File: src/sv/app_pkg.sv
// Shared types, widths, codes and saturation helpers for the alignment position projector.
// Used by app_step and alignment_position_projector; app_ram is generic and does not use it.
package app_pkg;

    localparam int POS_W      = 31;
    localparam int END_W      = 32;
    localparam int GAP_W      = 22;
    localparam int LEN_W      = 20;
    localparam int DIST_W     = 21;
    localparam int MAX_BLOCKS = 256;
    localparam int IDX_W      = 8;
    localparam int CNT_W      = 9;
    localparam int WALK_W     = 33;
    localparam int ENTRY_W    = GAP_W + LEN_W;

    localparam logic [1:0] MODE_BEGIN      = 2'd0;
    localparam logic [1:0] MODE_APPEND     = 2'd1;
    localparam logic [1:0] MODE_QUERY_ONE  = 2'd2;
    localparam logic [1:0] MODE_QUERY_TWO  = 2'd3;

    localparam logic [1:0] STATUS_INSIDE = 2'd0;
    localparam logic [1:0] STATUS_BEFORE = 2'd1;
    localparam logic [1:0] STATUS_AFTER  = 2'd2;

    typedef enum logic [2:0] {
        ST_IDLE,
        ST_CHECK,
        ST_WALK,
        ST_FINISH,
        ST_DONE
    } t_state;

    // Result of one block step of the walk
    typedef struct packed {
        logic              gap_hit;
        logic              len_hit;
        logic [DIST_W-1:0] gap_dist;
        logic [WALK_W-1:0] rem_next;
        logic [WALK_W-1:0] oth_next;
    } t_step_res;

    function automatic logic [POS_W-1:0] sat_pos(input logic [WALK_W:0] v);
        logic [WALK_W:0] lim;
        lim = (WALK_W+1)'({POS_W{1'b1}});
        return (v > lim) ? {POS_W{1'b1}} : v[POS_W-1:0];
    endfunction

    function automatic logic [END_W-1:0] sat_end(input logic [END_W:0] v);
        return v[END_W] ? {END_W{1'b1}} : v[END_W-1:0];
    endfunction

endpackage

File: src/sv/app_step.sv
// Block step unit: examines one table block against the distance left to the query.
// Depends on app_pkg.
module app_step (
    input  logic signed [app_pkg::GAP_W-1:0]  i_gap,
    input  logic        [app_pkg::LEN_W-1:0]  i_len,
    input  logic                              i_side,
    input  logic        [app_pkg::WALK_W-1:0] i_rem,
    input  logic        [app_pkg::WALK_W-1:0] i_oth,
    output app_pkg::t_step_res                o_res
);

    logic [app_pkg::GAP_W-1:0]  mag;
    logic                       neg;
    logic                       pos;
    logic                       skip;
    logic [app_pkg::GAP_W:0]    sum_ml;
    logic [app_pkg::GAP_W:0]    own_adv;
    logic [app_pkg::GAP_W:0]    oth_adv;
    logic [app_pkg::GAP_W:0]    own_pre;
    logic [app_pkg::GAP_W:0]    oth_pre;
    logic [app_pkg::WALK_W-1:0] mag_w;
    logic [app_pkg::GAP_W:0]    dist_raw;
    logic                       gap_hit;
    logic                       len_hit;

    always_comb begin
        neg     = i_gap[app_pkg::GAP_W-1];
        pos     = !neg && (|i_gap);
        mag     = neg ? app_pkg::GAP_W'(-i_gap) : app_pkg::GAP_W'(i_gap);
        // A gap skips the queried sequence when its sign points at it
        skip    = i_side ? pos : neg;
        sum_ml  = (app_pkg::GAP_W+1)'(mag) + (app_pkg::GAP_W+1)'(i_len);
        own_adv = skip ? sum_ml : (app_pkg::GAP_W+1)'(i_len);
        oth_adv = skip ? (app_pkg::GAP_W+1)'(i_len) : sum_ml;
        own_pre = skip ? (app_pkg::GAP_W+1)'(mag) : '0;
        oth_pre = skip ? '0 : (app_pkg::GAP_W+1)'(mag);
        mag_w   = app_pkg::WALK_W'(mag);

        gap_hit = skip && (i_rem <= mag_w);
        len_hit = !gap_hit && (i_rem <= app_pkg::WALK_W'(own_adv));

        // Bases left in the gap: mag - (rem - 1)
        dist_raw = (app_pkg::GAP_W+1)'(mag) - (app_pkg::GAP_W+1)'(i_rem[app_pkg::GAP_W-1:0])
                 + (app_pkg::GAP_W+1)'(1);

        o_res.gap_hit  = gap_hit;
        o_res.len_hit  = len_hit;
        o_res.gap_dist = (dist_raw > (app_pkg::GAP_W+1)'({app_pkg::DIST_W{1'b1}}))
                       ? {app_pkg::DIST_W{1'b1}} : dist_raw[app_pkg::DIST_W-1:0];
        // On a run hit, step only past the gap so the finish adds the offset
        o_res.rem_next = i_rem - app_pkg::WALK_W'(len_hit ? own_pre : own_adv);
        o_res.oth_next = i_oth + app_pkg::WALK_W'(len_hit ? oth_pre : oth_adv);
    end

endmodule

File: config.mk
export PLATFORM = sky130hd
export DESIGN_NAME = app_step
export DESIGN_NICKNAME = d
export VERILOG_FILES = /design/src/sv/app_pkg.sv /design/src/sv/app_step.sv
export SDC_FILE = /design/constraint.sdc
export NUM_CORES = 1
export LEC_CHECK = 0
export ABC_AREA = 1
export BUFFER_PORTS_ARGS = -buffer_cell sky130_fd_sc_hd__clkbuf_2
export CAP_MARGIN = 10
export CORE_MARGIN = 1.5
export CORE_UTILIZATION = 45
export DETAILED_ROUTE_END_ITERATION = 7
export PLACE_DENSITY = 0.68
export SYNTH_ARGS = -nofsm -noshare
export SYNTH_HDL_FRONTEND = slang
export SYNTH_SLANG_ARGS = --single-unit
File: constraint.sdc
create_clock -name vclk -period 7.9
set_input_delay 0.395 -clock vclk [all_inputs]
set_output_delay 0.395 -clock vclk [all_outputs]
set_load 0.01 [all_outputs]
==> metrics.md <==
| Metric | Value |
|---|---|
| Hold WS | 1.09 ns |
| # setup viols final | 0 |
| Multi-input gate area | 7990 um^2 |
| Core area | 19600 um^2 |
| Peak supply drop | 0.0000619 V |
| Detailed placement HPWL | 31.0 mm |
| Vias in the first global route | 10300 |
| Leakage | 6.06 nW |
| Worst-margin pin slew | 0.755 ns |
| Nets@finish | 2129 |
| Antenna violations before repair | 0 |
| Antenna Nets Post-Route | 0 |
| Vias per cell | 5.36 |
| Syn. warnings | 0 |
| RD Place Congestion | 1.00 |
| Gr usage total | 33.0% |
| Worst EP required | 7.51 ns |
| Yosys cell types | 45 |
| Most frequent cells in the layout | nand2_1 (487), inv_1 (239), clkbuf_2 (197) |
| Leading area contributor after synthesis | ha_1 |
| Min-Delay Endpoint | o_res[30] |
| Filler instances | 2193 |
| Final wirelength | 35.3 mm |
| Commonest non-fill, non-tap cell in the layout | nand2_1 |
| Post-synth top area share | 21.2% |
| Largest stage delay on the critical path | 0.39 ns |
| Post-Syn Area | 9040 um^2 |
| CP dominant cell by count | nand2_1 |
| Pre-CTS WS | 0.274 ns |
| First-pass GRT wire length | 53.5 mm |
| Port buffer count | 198 |
| Slew Limit Headroom | 49.1% |
| Top post-synthesis cells by area | ha_1 (21%), nand2_1 (20%), inv_1 (9.9%) |
| Post-synthesis sequential area ratio | 0% |
| Syn Area/Cell | 5.47 um^2 |
| Final Max Slew Viols | 0 |
| FP Rows | 51 |
| Power density cells | 134 nW/um^2 |
| Die extent in y | 145 um |
| Initial DRC count | 769 |
| Area grow syn2layout | 16.5% |
| Hold Crit Start | i_oth[30] |
| RSZ-0062 raised after global routing | false |
| Crit. End Element | output pin |
| CP max stage cell | fa_1 |
| Fmax | 135 MHz |
| Setup ws final | 0.517 ns |
| Layout cells sized above 1 | 15.2% |
| Flip-flop and latch area | 0 um^2 |
| Worst-path fanout max | 10 |
| Fin crit period | 7.38 ns |
| Residual DRC | 0 |
| Final sequential cell count | 0 |
| # IOs | 198 |
| Congestion Overflow GR | 0 |
| Data arrival, critical path | 6.99 ns |
| Final hold vios | 0 |
| Max-cap violations | 0 |
| Largest net degree at the start of global routing | 34 |
| Hold Path Depth | 3 |
| Syn_nets | 1919 |
| Die ar. | 21000 um^2 |
| First drt pass iteration count | 5 |
| Setup_tns | 0 ns |
| Routed vias | 11400 |
| Post-synthesis cell count | 1652 |
| Final Cycle Share | 93.4% |
| WL/cell | 16.6 um |
| Status | complete, no violations |
| Chip width | 145 um |
| CP Class | in -> out |
| Clkbuf count | 0 |
| Setup crit start kind | input port |
| Hold_buf cts | 0 |
| Hold Crit Class | in -> out |
| Initial Utilization | 46.2% |
-- critical path: cells and delay by family --
family | cells | cell delay (ns)
compound gates | 5 | 1.06
xor+xnor | 2 | 0.51
fa+ha+maj | 5 | 1.53
buf+inv | 5 | 0.73
simple gates | 22 | 2.73
-- worst max-delay path by stage --
stage,startpoint,endpoint,slack (ns)
6_report,i_gap[0],o_res[28],0.52
5_1_grt,i_gap[21],o_res[28],0.002
4_1_cts,i_gap[0],o_res[22],0.24
3_3_place_gp,i_gap[0],o_res[22],0.30
3_5_place_dp,i_gap[0],o_res[22],0.27
2_1_floorplan,i_gap[21],o_res[61],1.65
-- cells in the mapped netlist (7+ instances only) --
| cell | count |
|---|---|
| inv_1 | 239 |
| nand4_1 | 34 |
| clkbuf_1 | 9 |
| o21ai_0 | 88 |
| a21boi_0 | 11 |
| o21ai_1 | 23 |
| nand3b_1 | 8 |
| nand2_1 | 488 |
| buf_2 | 8 |
| xnor2_1 | 28 |
| nor3_1 | 27 |
| nand3_1 | 106 |
| nor2_1 | 152 |
| ha_1 | 153 |
| nor2_2 | 7 |
| or2_2 | 9 |
| o21ai_2 | 7 |
| a21oi_1 | 116 |
| xor2_1 | 62 |
| a21o_1 | 10 |
-- repair_timing --
item,in CTS,in global routing
resized for setup,0,11
setup buffers,0,1
endpoints found under the setup margin,0,32
-- power by group --
group | switching, mW | internal (mW) | leakage, nW | total [mW]
clock | 0 | 0.0000000158 | 0.00000672 | 0.0000000158
combinational | 0.904 | 0.510 | 6.06 | 1.41
sequential | 0 | 0 | 0 | 0
-- layer usage --
metal / global-route usage (%) / up-vias / part of all wire [%]
li1: - / 5810 / -
met4: 10.6 / 0 / 3.6
met5: 0 / - / 0
met2: 53.3 / 435 / 44
met1: 45.7 / 5089 / 45
met3: 3.19 / 59 / 7.8
-- metrics by stage --
stage | util (%) | cell area, um^2 | total power, mW | instances
floorplan | - | 9040 | 0.907 | 1652
detailed placement | 53.5 | 10500 | 1.38 | 2124
global route | 53.8 | 10500 | 1.57 | 2125
finish | 53.8 | 10500 | 1.41 | 2126
global placement | 53.5 | 10500 | 1.38 | 2124
CTS | 53.5 | 10500 | 1.39 | 2124
-- final cells by class --
type                       count  area share, %
antenna                        1         0.0238
inverter                     243           8.66
multi-input combinational   1379           75.8
tap                          265           3.15
timing repair buffer         238           12.4
-- cells by family (layout without fill, tap and decap cells) --
group                    count (synthesis)  count (layout)  synth area share, %
AND/OR/NAND/NOR                        854             854                 40.0
AO/OA/AOI/OAI                          276             276                 16.7
buffers and inverters                  273             481                 12.1
adder cells (fa/ha/maj)                158             158                 22.3
XOR/XNOR                                90              90                 8.72
multiplexers                             1               1                0.111
other                                    0               1                    0
Power figures use the tool's default switching activity.
